File: config.mk
export PLATFORM = sky130hd
export DESIGN_NAME = magnetic_angle_from_xy_unit_flat
export DESIGN_NICKNAME = d
export VERILOG_FILES = /design/src/design/mafxy_pkg.sv /design/src/design/mafxy_if.sv /design/src/design/mafxy_unpack.sv /design/src/design/mafxy_cordic_stage.sv /design/src/design/mafxy_finish.sv /design/src/design/magnetic_angle_from_xy_unit.sv /design/src/flat_wrapper.sv
export SDC_FILE = /design/constraint.sdc
export NUM_CORES = 2
export LEC_CHECK = 0
export BUFFER_PORTS_ARGS = -buffer_cell sky130_fd_sc_hd__buf_2
export CAP_MARGIN = 5
export CORE_MARGIN = 3
export CORE_UTILIZATION = 40
export DETAILED_ROUTE_END_ITERATION = 8
export PLACE_DENSITY = 0.52
export SLEW_MARGIN = 10
export SYNTH_ARGS = -nofsm -noshare
export SYNTH_HDL_FRONTEND = slang
export SYNTH_SLANG_ARGS = --single-unit
File: constraint.sdc
create_clock -name clk -period 23.8 [get_ports clk]
set_clock_uncertainty 0.05 [all_clocks]
set_input_delay 7.14 -clock clk [delete_from_list [all_inputs] [get_ports clk]]
set_output_delay 7.14 -clock clk [all_outputs]
set_load 0.005 [all_outputs]
File: src/design/mafxy_pkg.sv
// ----------------------------------------------------------------------------
// mafxy_pkg
// Shared types, widths and constants of the magnetic angle unit.
// ----------------------------------------------------------------------------
package mafxy_pkg;

  // Iteration count limits
  localparam int MAX_STAGES     = 24;
  localparam int CORDIC_STAGES  = 16;

  // Datapath widths: x/y carry |X|,|Y| in Q16 plus CORDIC growth, z is Q16 degrees
  localparam int XW = 31;
  localparam int ZW = 25;
  localparam int AW = 22;

  // Octant clamp bounds in Q16 degrees
  localparam logic signed [ZW-1:0] PHI_LO_LOW  = ZW'(1);
  localparam logic signed [ZW-1:0] PHI_HI_LOW  = ZW'(45 * 65536 - 1);
  localparam logic signed [ZW-1:0] PHI_LO_HIGH = ZW'(45 * 65536 + 1);
  localparam logic signed [ZW-1:0] PHI_HI_HIGH = ZW'(90 * 65536 - 1);

  // Offsets of the quadrant fold in Q16 degrees
  localparam logic [ZW-1:0] OFS_180 = ZW'(180 * 65536);
  localparam logic [ZW-1:0] OFS_360 = ZW'(360 * 65536);

  // Exact-case angles
  localparam logic [8:0] ANG_45  = 9'd45;
  localparam logic [8:0] ANG_90  = 9'd90;
  localparam logic [8:0] ANG_135 = 9'd135;
  localparam logic [8:0] ANG_180 = 9'd180;
  localparam logic [8:0] ANG_225 = 9'd225;
  localparam logic [8:0] ANG_270 = 9'd270;
  localparam logic [8:0] ANG_315 = 9'd315;
  localparam logic [8:0] ANG_360 = 9'd360;

  // Per-item control travelling with the data
  typedef struct packed {
    logic       exact;        // axis or diagonal, angle known up front
    logic [8:0] exact_angle;
    logic       x_neg;
    logic       y_pos;
    logic       y_lt_x;       // |Y| < |X| selects the lower octant
  } ctl_t;

  typedef struct packed {
    logic [11:0]            fx;
    logic [11:0]            fy;
    ctl_t                   ctl;
    logic signed [XW-1:0]   cx;
    logic signed [XW-1:0]   cy;
    logic signed [ZW-1:0]   cz;
  } stage_t;

  // round(atan(2^-i) in degrees * 2^16)
  function automatic logic [AW-1:0] atan_q16(input int unsigned i);
    logic [AW-1:0] a;
    unique case (i)
      0:       a = AW'(2949120);
      1:       a = AW'(1740967);
      2:       a = AW'(919879);
      3:       a = AW'(466945);
      4:       a = AW'(234379);
      5:       a = AW'(117304);
      6:       a = AW'(58666);
      7:       a = AW'(29335);
      8:       a = AW'(14668);
      9:       a = AW'(7334);
      10:      a = AW'(3667);
      11:      a = AW'(1833);
      12:      a = AW'(917);
      13:      a = AW'(458);
      14:      a = AW'(229);
      15:      a = AW'(115);
      16:      a = AW'(57);
      17:      a = AW'(29);
      18:      a = AW'(14);
      19:      a = AW'(7);
      20:      a = AW'(4);
      21:      a = AW'(2);
      22:      a = AW'(1);
      default: a = '0;
    endcase
    return a;
  endfunction

endpackage

File: src/design/mafxy_if.sv
// ----------------------------------------------------------------------------
// mafxy_if
// Valid/ready channels of the magnetic angle unit: raw sensor beat in,
// field components and angle out.
// ----------------------------------------------------------------------------
interface mafxy_in_if;
  logic       valid;
  logic       ready;
  logic [7:0] x_high_byte;
  logic [7:0] y_high_byte;
  logic [7:0] low_nibbles_byte;

  modport source (output valid, x_high_byte, y_high_byte, low_nibbles_byte,
                  input ready);
  modport sink   (input valid, x_high_byte, y_high_byte, low_nibbles_byte,
                  output ready);
endinterface

interface mafxy_out_if;
  logic              valid;
  logic              ready;
  logic signed [11:0] field_x;
  logic signed [11:0] field_y;
  logic [8:0]        angle_degrees;

  modport source (output valid, field_x, field_y, angle_degrees, input ready);
  modport sink   (input valid, field_x, field_y, angle_degrees, output ready);
endinterface

File: src/design/mafxy_unpack.sv
// ----------------------------------------------------------------------------
// mafxy_unpack
// Input stage: rebuilds X/Y, takes magnitudes, decides axes and diagonals
// and loads the CORDIC start vector.
// ----------------------------------------------------------------------------
module mafxy_unpack (
  input  logic                clk,
  input  logic                rst_n,
  mafxy_in_if.sink            in_ch,
  output logic                v_o,
  output mafxy_pkg::stage_t   d_o,
  input  logic                rdy_i
);

  logic              v_r;
  mafxy_pkg::stage_t d_r;
  mafxy_pkg::stage_t d_nxt;
  logic [11:0]       xr;
  logic [11:0]       yr;
  logic [11:0]       ax;
  logic [11:0]       ay;
  logic              x_zero;
  logic              y_zero;
  logic              y_pos;

  assign in_ch.ready = !v_r || rdy_i;

  // Rebuild the 12-bit components and their magnitudes
  always_comb begin
    xr     = {in_ch.x_high_byte, in_ch.low_nibbles_byte[7:4]};
    yr     = {in_ch.y_high_byte, in_ch.low_nibbles_byte[3:0]};
    ax     = xr[11] ? (~xr + 12'd1) : xr;
    ay     = yr[11] ? (~yr + 12'd1) : yr;
    x_zero = (xr == 12'd0);
    y_zero = (yr == 12'd0);
    y_pos  = !yr[11] && !y_zero;
  end

  // Exact cases and CORDIC start vector
  always_comb begin
    d_nxt.fx         = xr;
    d_nxt.fy         = yr;
    d_nxt.ctl.x_neg  = xr[11];
    d_nxt.ctl.y_pos  = y_pos;
    d_nxt.ctl.y_lt_x = (ay < ax);
    d_nxt.ctl.exact  = y_zero || x_zero || (ax == ay);
    priority if (y_zero) begin
      d_nxt.ctl.exact_angle = xr[11] ? mafxy_pkg::ANG_360 : mafxy_pkg::ANG_180;
    end else if (x_zero) begin
      d_nxt.ctl.exact_angle = y_pos ? mafxy_pkg::ANG_270 : mafxy_pkg::ANG_90;
    end else if (!xr[11]) begin
      d_nxt.ctl.exact_angle = y_pos ? mafxy_pkg::ANG_225 : mafxy_pkg::ANG_135;
    end else begin
      d_nxt.ctl.exact_angle = y_pos ? mafxy_pkg::ANG_315 : mafxy_pkg::ANG_45;
    end
    d_nxt.cx = {3'b000, ax, 16'h0000};
    d_nxt.cy = {3'b000, ay, 16'h0000};
    d_nxt.cz = '0;
  end

  always_ff @(posedge clk) begin
    if (!rst_n) begin
      v_r <= 1'b0;
    end else if (in_ch.ready) begin
      v_r <= in_ch.valid;
    end
  end

  always_ff @(posedge clk) begin
    if (in_ch.ready && in_ch.valid) begin
      d_r <= d_nxt;
    end
  end

  assign v_o = v_r;
  assign d_o = d_r;

endmodule

File: src/design/mafxy_cordic_stage.sv
// ----------------------------------------------------------------------------
// mafxy_cordic_stage
// One vectoring iteration: rotate toward y = 0 by atan(2^-SHIFT) and
// accumulate the angle. Holds its beat while downstream stalls.
// ----------------------------------------------------------------------------
module mafxy_cordic_stage #(
  parameter int unsigned SHIFT = 0
) (
  input  logic                clk,
  input  logic                rst_n,
  input  logic                v_i,
  input  mafxy_pkg::stage_t   d_i,
  output logic                rdy_o,
  output logic                v_o,
  output mafxy_pkg::stage_t   d_o,
  input  logic                rdy_i
);

  localparam logic [mafxy_pkg::AW-1:0] ANGLE = mafxy_pkg::atan_q16(SHIFT);

  logic                               v_r;
  mafxy_pkg::stage_t                  d_r;
  mafxy_pkg::stage_t                  d_nxt;
  logic signed [mafxy_pkg::XW-1:0]    dx;
  logic signed [mafxy_pkg::XW-1:0]    dy;
  logic signed [mafxy_pkg::ZW-1:0]    da;

  assign rdy_o = !v_r || rdy_i;

  // Micro-rotation, flooring shifts
  always_comb begin
    dx    = d_i.cy >>> SHIFT;
    dy    = d_i.cx >>> SHIFT;
    da    = $signed({{(mafxy_pkg::ZW - mafxy_pkg::AW){1'b0}}, ANGLE});
    d_nxt = d_i;
    if (d_i.cy > 0) begin
      d_nxt.cx = d_i.cx + dx;
      d_nxt.cy = d_i.cy - dy;
      d_nxt.cz = d_i.cz + da;
    end else begin
      d_nxt.cx = d_i.cx - dx;
      d_nxt.cy = d_i.cy + dy;
      d_nxt.cz = d_i.cz - da;
    end
  end

  always_ff @(posedge clk) begin
    if (!rst_n) begin
      v_r <= 1'b0;
    end else if (rdy_o) begin
      v_r <= v_i;
    end
  end

  always_ff @(posedge clk) begin
    if (rdy_o && v_i) begin
      d_r <= d_nxt;
    end
  end

  assign v_o = v_r;
  assign d_o = d_r;

endmodule

File: src/design/mafxy_finish.sv
// ----------------------------------------------------------------------------
// mafxy_finish
// Output stage: clamps the CORDIC angle into its octant, folds it into the
// quadrant, picks exact cases and holds the result beat.
// ----------------------------------------------------------------------------
module mafxy_finish (
  input  logic                clk,
  input  logic                rst_n,
  input  logic                v_i,
  input  mafxy_pkg::stage_t   d_i,
  output logic                rdy_o,
  mafxy_out_if.source         out_ch
);

  logic                             v_r;
  logic [11:0]                      fx_r;
  logic [11:0]                      fy_r;
  logic [8:0]                       ang_r;
  logic signed [mafxy_pkg::ZW-1:0]  lo;
  logic signed [mafxy_pkg::ZW-1:0]  hi;
  logic signed [mafxy_pkg::ZW-1:0]  phi_s;
  logic [mafxy_pkg::ZW-1:0]         phi;
  logic [mafxy_pkg::ZW-1:0]         a;
  logic [8:0]                       ang_nxt;

  assign rdy_o = !v_r || out_ch.ready;

  // Octant clamp
  always_comb begin
    lo = d_i.ctl.y_lt_x ? mafxy_pkg::PHI_LO_LOW : mafxy_pkg::PHI_LO_HIGH;
    hi = d_i.ctl.y_lt_x ? mafxy_pkg::PHI_HI_LOW : mafxy_pkg::PHI_HI_HIGH;
    priority if (d_i.cz < lo) begin
      phi_s = lo;
    end else if (d_i.cz > hi) begin
      phi_s = hi;
    end else begin
      phi_s = d_i.cz;
    end
    phi = $unsigned(phi_s);
  end

  // Quadrant fold, then whole degrees
  always_comb begin
    unique case ({d_i.ctl.x_neg, d_i.ctl.y_pos})
      2'b01:   a = mafxy_pkg::OFS_180 + phi;
      2'b00:   a = mafxy_pkg::OFS_180 - phi;
      2'b11:   a = mafxy_pkg::OFS_360 - phi;
      default: a = phi;
    endcase
    ang_nxt = d_i.ctl.exact ? d_i.ctl.exact_angle : a[24:16];
  end

  always_ff @(posedge clk) begin
    if (!rst_n) begin
      v_r <= 1'b0;
    end else if (rdy_o) begin
      v_r <= v_i;
    end
  end

  always_ff @(posedge clk) begin
    if (rdy_o && v_i) begin
      fx_r  <= d_i.fx;
      fy_r  <= d_i.fy;
      ang_r <= ang_nxt;
    end
  end

  assign out_ch.valid         = v_r;
  assign out_ch.field_x       = $signed(fx_r);
  assign out_ch.field_y       = $signed(fy_r);
  assign out_ch.angle_degrees = ang_r;

endmodule

File: src/design/magnetic_angle_from_xy_unit.sv
// ----------------------------------------------------------------------------
// magnetic_angle_from_xy_unit
// Field angle from raw X/Y sensor bytes by a pipelined CORDIC.
// ----------------------------------------------------------------------------
// Usage:
//   in_ch  : one beat carries x_high_byte, y_high_byte and low_nibbles_byte.
//   out_ch : one beat per input beat, in order: field_x, field_y (signed
//            12-bit) and angle_degrees = floor(atan2(Y,X) in degrees + 180).
//   Both channels move a beat when valid and ready are high at a clock edge.
// Stages: CORDIC_STAGES + 2 register stages (one unpack register, one per
//   CORDIC iteration, one output register; iterations capped at 24).
//   A beat passes the unpack register, each CORDIC register and the output
//   register in that order before out_ch.valid shows it.
// Throughput: one beat per cycle unless out_ch stalls; a stage per iteration.
// Stall: every stage holds its beat while its successor is full and stalled;
//   empty stages in front of it keep filling, so the input is still ready
//   until the whole pipeline is full. Nothing is dropped or repeated.
// Reset: rst_n (synchronous, active low) empties all stages; payload
//   registers are not cleared. There is no configuration.
// ----------------------------------------------------------------------------
module magnetic_angle_from_xy_unit #(
  parameter int CORDIC_STAGES = mafxy_pkg::CORDIC_STAGES
) (
  input  logic         clk,
  input  logic         rst_n,
  mafxy_in_if.sink     in_ch,
  mafxy_out_if.source  out_ch
);

  localparam int N = (CORDIC_STAGES > mafxy_pkg::MAX_STAGES) ?
                     mafxy_pkg::MAX_STAGES : CORDIC_STAGES;

  logic              v   [0:N];
  logic              rdy [0:N];
  mafxy_pkg::stage_t d   [0:N];

  // Unpack and exact-case stage
  mafxy_unpack u_unpack (
    .clk   (clk),
    .rst_n (rst_n),
    .in_ch (in_ch),
    .v_o   (v[0]),
    .d_o   (d[0]),
    .rdy_i (rdy[0])
  );

  // CORDIC iterations, one register stage each
  for (genvar i = 0; i < N; i++) begin : g_stage
    mafxy_cordic_stage #(
      .SHIFT (i)
    ) u_stage (
      .clk   (clk),
      .rst_n (rst_n),
      .v_i   (v[i]),
      .d_i   (d[i]),
      .rdy_o (rdy[i]),
      .v_o   (v[i+1]),
      .d_o   (d[i+1]),
      .rdy_i (rdy[i+1])
    );
  end

  // Clamp, quadrant fold and output register
  mafxy_finish u_finish (
    .clk    (clk),
    .rst_n  (rst_n),
    .v_i    (v[N]),
    .d_i    (d[N]),
    .rdy_o  (rdy[N]),
    .out_ch (out_ch)
  );

  // Checks
  a_angle_range: assert property (@(posedge clk) disable iff (!rst_n)
    out_ch.valid |-> out_ch.angle_degrees <= 9'd360)
    else $error("angle out of range");

  a_x_axis: assert property (@(posedge clk) disable iff (!rst_n)
    (out_ch.valid && out_ch.field_y == 12'sd0) |->
      (out_ch.angle_degrees == 9'd180 || out_ch.angle_degrees == 9'd360))
    else $error("X axis angle wrong");

  a_y_axis: assert property (@(posedge clk) disable iff (!rst_n)
    (out_ch.valid && out_ch.field_x == 12'sd0 && out_ch.field_y != 12'sd0) |->
      (out_ch.angle_degrees == 9'd90 || out_ch.angle_degrees == 9'd270))
    else $error("Y axis angle wrong");

  a_front_ready: assert property (@(posedge clk) disable iff (!rst_n)
    !v[0] |-> in_ch.ready)
    else $error("input stalled with empty front stage");

endmodule

File: src/flat_wrapper.sv
// flat-port wrapper written by rule: the top's interface ports become plain ports
module magnetic_angle_from_xy_unit_flat 
#(
  parameter int CORDIC_STAGES = mafxy_pkg::CORDIC_STAGES
)
  (clk, rst_n, in_ch_valid, in_ch_x_high_byte, in_ch_y_high_byte, in_ch_low_nibbles_byte, in_ch_ready, out_ch_valid, out_ch_field_x, out_ch_field_y, out_ch_angle_degrees, out_ch_ready);
  mafxy_in_if in_ch_i ();
  mafxy_out_if out_ch_i ();
  input  logic clk;
  input  logic rst_n;
  input wire logic [$bits(in_ch_i.valid)-1:0] in_ch_valid;
  input wire logic [$bits(in_ch_i.x_high_byte)-1:0] in_ch_x_high_byte;
  input wire logic [$bits(in_ch_i.y_high_byte)-1:0] in_ch_y_high_byte;
  input wire logic [$bits(in_ch_i.low_nibbles_byte)-1:0] in_ch_low_nibbles_byte;
  output wire logic [$bits(in_ch_i.ready)-1:0] in_ch_ready;
  output wire logic [$bits(out_ch_i.valid)-1:0] out_ch_valid;
  output wire logic [$bits(out_ch_i.field_x)-1:0] out_ch_field_x;
  output wire logic [$bits(out_ch_i.field_y)-1:0] out_ch_field_y;
  output wire logic [$bits(out_ch_i.angle_degrees)-1:0] out_ch_angle_degrees;
  input wire logic [$bits(out_ch_i.ready)-1:0] out_ch_ready;
  assign in_ch_i.valid = in_ch_valid;
  assign in_ch_i.x_high_byte = in_ch_x_high_byte;
  assign in_ch_i.y_high_byte = in_ch_y_high_byte;
  assign in_ch_i.low_nibbles_byte = in_ch_low_nibbles_byte;
  assign in_ch_ready = in_ch_i.ready;
  assign out_ch_valid = out_ch_i.valid;
  assign out_ch_field_x = out_ch_i.field_x;
  assign out_ch_field_y = out_ch_i.field_y;
  assign out_ch_angle_degrees = out_ch_i.angle_degrees;
  assign out_ch_i.ready = out_ch_ready;
  magnetic_angle_from_xy_unit #(.CORDIC_STAGES(CORDIC_STAGES)) u_core (.clk(clk), .rst_n(rst_n), .in_ch(in_ch_i), .out_ch(out_ch_i));
endmodule
* After elaboration in Yosys (flattened, before gate mapping)
Index checks and enable logic that the tools add are counted.
** Word-level totals
- Word-level logic and storage cells :: 398
- Flip-flop bits (word level) :: 2003
- Input port bits :: 28
** Operators by class
- Equal/unequal tests :: 3
- Order comparisons :: 19
- Reductions and logical operators :: 62
- Bitwise logic cells :: 2
- Mux-type cells :: 31
- Add/subtract/negate cells :: 94
** Operator list (number)
- $mux 87 :: 15
- $gt 31x1->1 const B :: 15
- $mux 25 :: 3
- $pmux 25 s3 :: 1
- $mux 9 :: 7
- $add 31x17->31 :: 2
- $add 31x18->31 :: 2
- $add 31x19->31 :: 2
- $add 31x20->31 :: 2
- $add 31x21->31 :: 2
- $add 31x22->31 :: 2
- $add 31x23->31 :: 2
- $add 31x24->31 :: 2
- $add 31x25->31 :: 2
- $add 31x26->31 :: 2
- $add 31x27->31 :: 2
- $add 31x28->31 :: 2
- $add 31x29->31 :: 2
- $add 31x30->31 :: 2
- $sub 31x17->31 :: 2
- $sub 31x18->31 :: 2
- $sub 31x19->31 :: 2
- $sub 31x20->31 :: 2
- $sub 31x21->31 :: 2
- 62 further kinds :: 132

* Depth between registers and ports, before layout
- Depth after elaboration :: 20
- Depth in mapped cells :: 26
- Depth with buffers taken out :: 24

* Modules after synthesis
From an unflattened synthesis, not the netlist that was laid out.
** Unflattened totals
- Cell total of the unflattened synthesis :: 14759
- Area, all modules :: 150568.2 um2
** Modules (own cells, without submodules)
- mafxy_cordic_stage at u_core.g_stage[4].u_stage :: times used 1, area an instance 9387.8 um2, cells each 947
- mafxy_cordic_stage at u_core.g_stage[6].u_stage :: times used 1, area an instance 9360.2 um2, cells each 936
- mafxy_cordic_stage at u_core.g_stage[0].u_stage :: times used 1, area an instance 9278.9 um2, cells each 961
- mafxy_cordic_stage at u_core.g_stage[2].u_stage :: times used 1, area an instance 9263.9 um2, cells each 914
- mafxy_cordic_stage at u_core.g_stage[1].u_stage :: times used 1, area an instance 9253.9 um2, cells each 915
- mafxy_cordic_stage at u_core.g_stage[5].u_stage :: times used 1, area an instance 9242.6 um2, cells each 914
- mafxy_cordic_stage at u_core.g_stage[11].u_stage :: times used 1, area an instance 9138.8 um2, cells each 911
- mafxy_cordic_stage at u_core.g_stage[15].u_stage :: times used 1, area an instance 9123.8 um2, cells each 896
- mafxy_cordic_stage at u_core.g_stage[13].u_stage :: times used 1, area an instance 8983.6 um2, cells each 864
- mafxy_cordic_stage at u_core.g_stage[3].u_stage :: times used 1, area an instance 8959.8 um2, cells each 866
- mafxy_cordic_stage at u_core.g_stage[7].u_stage :: times used 1, area an instance 8947.3 um2, cells each 862
- mafxy_cordic_stage at u_core.g_stage[9].u_stage :: times used 1, area an instance 8946.1 um2, cells each 857
- mafxy_cordic_stage at u_core.g_stage[14].u_stage :: times used 1, area an instance 8883.5 um2, cells each 865
- mafxy_cordic_stage at u_core.g_stage[8].u_stage :: times used 1, area an instance 8851.0 um2, cells each 872
- 4 more rows

* Worst setup path after synthesis
No wires, ideal clock.
- Kind :: input -> register
- Start point :: input port out_ch_ready
- End point :: register u_core.g_stage[8].u_stage.d_r, in the netlist u_core.g_stage[8].u_stage.d_o[100] (enable)
- Path buffers :: 0
- Cell stages on the path :: 7
- Arrival time :: 16792 ps
- Path slack :: 6169 ps
- Cells stage by stage :: nor2b_1 > and3_1 > and3_1 > and2_1 > nand2_1 > nor2_1 > a21boi_0
** On the way
- Longest elaborated chain between the ends :: 10
** RTL lines
- start: declaration :: RTL line flat_wrapper.sv:20 : input wire logic [$bits(out_ch_i.ready)-1:0] out_ch_ready;
- $logic_or 1x1->1 :: RTL line mafxy_finish.sv:26 : assign rdy_o = !v_r || out_ch.ready;
- $logic_or 1x1->1 (8 in a row) :: RTL line mafxy_cordic_stage.sv:28 : assign rdy_o = !v_r || rdy_i;
- $logic_and 1x1->1 :: RTL line mafxy_cordic_stage.sv:56 : if (rdy_o && v_i) begin
- end signal: assignment :: RTL line mafxy_cordic_stage.sv:57 : d_r <= d_nxt;
- end: declaration :: RTL line mafxy_cordic_stage.sv:22 : mafxy_pkg::stage_t d_r;
No other way between the ends.
A chain may end at the register's enable or synchronous reset.

* Worst setup path in the final report
- Start point :: input port out_ch_ready
- End point :: output port in_ch_ready
** On the way
- Longest elaborated chain between the ends :: 18
** RTL lines
- $logic_or 1x1->1 :: RTL line mafxy_finish.sv:26
- $logic_or 1x1->1 (16 in a row) :: RTL line mafxy_cordic_stage.sv:28
- $logic_or 1x1->1 :: RTL line mafxy_unpack.sv:26 : assign in_ch.ready = !v_r || rdy_i;
- end: declaration :: RTL line flat_wrapper.sv:15 : output wire logic [$bits(in_ch_i.ready)-1:0] in_ch_ready;
No other way between the ends.

==> impl_metrics.env <==
export IMPL_status="completed"
export IMPL_synth_edf_count=1770
export IMPL_insertion_delay_ns=0.88
export IMPL_dr_pass1_iters=6
export IMPL_dieArea_um2=288000
export IMPL_nNetsFinal=11611
export IMPL_cts_made_buffers=209
export IMPL_dp_hpwl_um=219000
export IMPL_worstHoldPathCells=0
export IMPL_syn_to_final_growth_pct=10.5
export IMPL_final_max_slew_violation_count=0
export IMPL_worst_slew_pin_slew_ns=1.18
export IMPL_r2r_end="u_core.g_stage[7].u_stage.d_o[85]"
export IMPL_cts_root_buf="clkbuf_16"
export IMPL_core_area_um2=280000
export IMPL_seq_power_share=0.506
export IMPL_cts_hold_buffers=0
export IMPL_drive_gt1_frac=0.0512
export IMPL_multi_input_area_um2=57200
export IMPL_grt_first_pass_wirelength_um=428000
export IMPL_fill_cells=25880
export IMPL_cts_htree_levels=4
export IMPL_final_cell_mix="edfxtp_1, ha_1, xnor2_1, a21oi_1, nor2_1"
export IMPL_holdPathEnd="u_core.g_stage[13].u_stage.d_o[93]"
export IMPL_ys_ff_latch=1788
export IMPL_rr_startpoint="u_core.g_stage[6].u_stage.d_o[36]"
export IMPL_drtIter0Drc=5284
export IMPL_arrival_ns=10.19
export IMPL_internal_power_w=0.00544
export IMPL_initial_core_util=0.403
export IMPL_slew_headroom=0.204
export IMPL_netSwitchingFraction=0.213
export IMPL_fp_dieH_um=537
export IMPL_numPortBuffers=62
export IMPL_cts_sinks=1788
export IMPL_cts_clk_slew_worst_paths_ns=0.05
export IMPL_path_cells="buf_2 > nor2b_1 > and3_1 > and3_1 > nand2_1 > nor3_1 > and4_1 > buf_4 > nand3_1 > buf_2"
export IMPL_critPathSlowestCell="and3_1"
export IMPL_synthArstFlopShare=0
export IMPL_syn_avg_cell_area_um2=11.0
export IMPL_ys_warn_count=0
export IMPL_post_route_period_util=0.730
export IMPL_cap_viol_max_count=0
export IMPL_startpoint_type="primary input"
export IMPL_post_place_ws_ns=6.38
export IMPL_grt_pass1_vias=75547
export IMPL_antenna_left=0
export IMPL_min_from="u_core.g_stage[12].u_stage.d_o[93]"
export IMPL_synth_main_ff_cell="edfxtp_1"
export IMPL_min_path_type="flip-flop to flip-flop"
export IMPL_min_period_ns=17.38
export IMPL_register_area_um2=53500
export IMPL_p_per_area_nw_per_um2=55.5
export IMPL_critical_path_required_ns=16.61
export IMPL_cp_max_fo=6
export IMPL_syn_nets=11407
export IMPL_r2r_slack_ns=15.76
export IMPL_final_common_cell="edfxtp_1"
export IMPL_dieWidth_um=537
export IMPL_cts_max_path_buffers=4
export IMPL_tns_ns=0
export IMPL_p_clk_frac=0.452
export IMPL_rows=194
export IMPL_wirelength_um=277000
export IMPL_comb_power_share=0.042
export IMPL_synth_cell_types=98
export IMPL_cts_resized=0
export IMPL_post_cts_buffers=0
export IMPL_p_sw_w=0.00147
export IMPL_synthCells=10243
export IMPL_max_freq_mhz=57.5
export IMPL_grt_max_degree=123
export IMPL_synth_yosys_seq_area_share=0.475
export IMPL_slowest_delay_ns=0.61
export IMPL_max_vdd_ir_drop_uv=60.5
export IMPL_place_gp_congestion=0.895
export IMPL_num_vias=77994
export IMPL_path_class="primary input to primary output"
export IMPL_antenna_found_initial=25
export IMPL_overflow=0
export IMPL_timing_final_ws_setup_ns=6.42
export IMPL_finalPower_w=0.00691
export IMPL_fin_hold_ws_ns=0.339
export IMPL_routed_via_density=5.44
export IMPL_grt_util_all_layers=0.188
export IMPL_leakagePower_nw=46.9
export IMPL_io_pins=63
export IMPL_rsz0062_at_grt="false"
export IMPL_wl_per_cell_um=19.3
export IMPL_endpoint_kind="primary output"
export IMPL_cts_tree="built"
export IMPL_drc_errors=0
export IMPL_r2r_cells=22
export IMPL_syn_area_um2=113000
export IMPL_hold_viol=0
export IMPL_finalSetupViolCount=0
## sequential cells by signal, summed over array words and instances, names as in the netlist
name,cells
u_core.u_finish.out_ch.angle_degrees,9
u_core.u_finish.out_ch.valid,1
u_core.g_stage.u_stage.v_o,16
u_core.u_unpack.v_o,1
u_core.g_stage.u_stage.d_o,1679
u_core.u_unpack.d_o,58
u_core.u_finish.out_ch.field_y,12
u_core.u_finish.out_ch.field_x,12
## per-layer routing
layer | share of wire | track usage | up-vias
met5 | 0 | 0 | -
met4 | 0.031 | 0.0575 | 0
met3 | 0.041 | 0.0212 | 418
met2 | 0.48 | 0.324 | 1525
met1 | 0.44 | 0.247 | 37432
li1 | - | - | 38619
## through the flow
step	instance area [um2]	cells	util
2_1_floorplan	113000	10243	-
3_3_place_gp	118000	13960	0.421
3_5_place_dp	118000	13960	0.421
4_1_cts	124000	14330	0.445
5_1_grt	124000	14333	0.445
6_report	125000	14336	0.445
## critical path, delay by kind of cell
| kind | cells | cell delay, ns |
|---|---|---|
| simple gates | 7 | 2.52 |
| buf+inv | 3 | 0.50 |
## cell families (layout without fill, tap and decap cells)
kind of cell | after synthesis | after routing | synth area share
AND/OR/NAND/NOR | 2619 | 2619 | 0.113
adder cells (fa/ha/maj) | 1136 | 1136 | 0.129
flip-flops | 1788 | 1788 | 0.475
buffers and inverters | 567 | 930 | 0.0190
other | 0 | 6 | 0
multiplexers | 32 | 32 | 0.00291
AO/OA/AOI/OAI | 2692 | 2692 | 0.152
XOR/XNOR | 1409 | 1409 | 0.110
## cell type report
| cell class | count | share of cell area |
|---|---|---|
| well taps | 3724 | 0.0374 |
| clock buffers | 247 | 0.0435 |
| repair buffers | 118 | 0.00597 |
| multi-input cells | 7888 | 0.460 |
| flip-flops and latches | 1788 | 0.430 |
| diodes | 6 | 0.000121 |
| clock inverters | 123 | 0.0102 |
| inverters | 442 | 0.0133 |
## cells in the mapped netlist (72+ instances only)
| cell | n | share of area |
|---|---|---|
| a211oi_1 | 72 | 0.0048 |
| a21o_1 | 305 | 0.020 |
| a21oi_1 | 837 | 0.037 |
| and3_1 | 73 | 0.0041 |
| clkbuf_1 | 104 | 0.0035 |
| edfxtp_1 | 1770 | 0.47 |
| ha_1 | 1100 | 0.12 |
| inv_1 | 435 | 0.014 |
| nand2_1 | 569 | 0.019 |
| nand2b_1 | 151 | 0.0084 |
| nand3_1 | 178 | 0.0079 |
| nor2_1 | 792 | 0.026 |
| nor2b_1 | 129 | 0.0072 |
| nor3_1 | 278 | 0.012 |
| nor4_1 | 88 | 0.0049 |
| o21a_1 | 154 | 0.010 |
| o21ai_0 | 557 | 0.025 |
| o21bai_1 | 159 | 0.011 |
| o31ai_1 | 138 | 0.0092 |
| or3_1 | 99 | 0.0055 |
| xnor2_1 | 1005 | 0.078 |
| xor2_1 | 404 | 0.031 |
## how the worst max path moves through the flow
stage                 start                            endpoint  slack (ns)  cells after the start
2_1_floorplan  out_ch_ready  u_core.g_stage[8].u_stage.d_o[100]        6.17                      7
3_3_place_gp   out_ch_ready                         in_ch_ready        6.35                     10
3_5_place_dp   out_ch_ready                         in_ch_ready        6.38                     10
4_1_cts        out_ch_ready                         in_ch_ready        6.37                     10
5_1_grt        out_ch_ready                         in_ch_ready        6.17                     10
6_report       out_ch_ready                         in_ch_ready        6.42                     10
## power groups by stage
stage | clock [W] | sequential, W | combinational (W)
after global routing | 0.00336 | 0.00350 | 0.000328
after detailed placement | 0 | 0.00356 | 0.000292
final | 0.00312 | 0.00350 | 0.000291
after CTS | 0.00323 | 0.00350 | 0.000294
after global placement | 0 | 0.00356 | 0.000290
after floorplan | 0 | 0.00355 | 0.000222
Note: power is estimated with default switching activity, not from simulation.
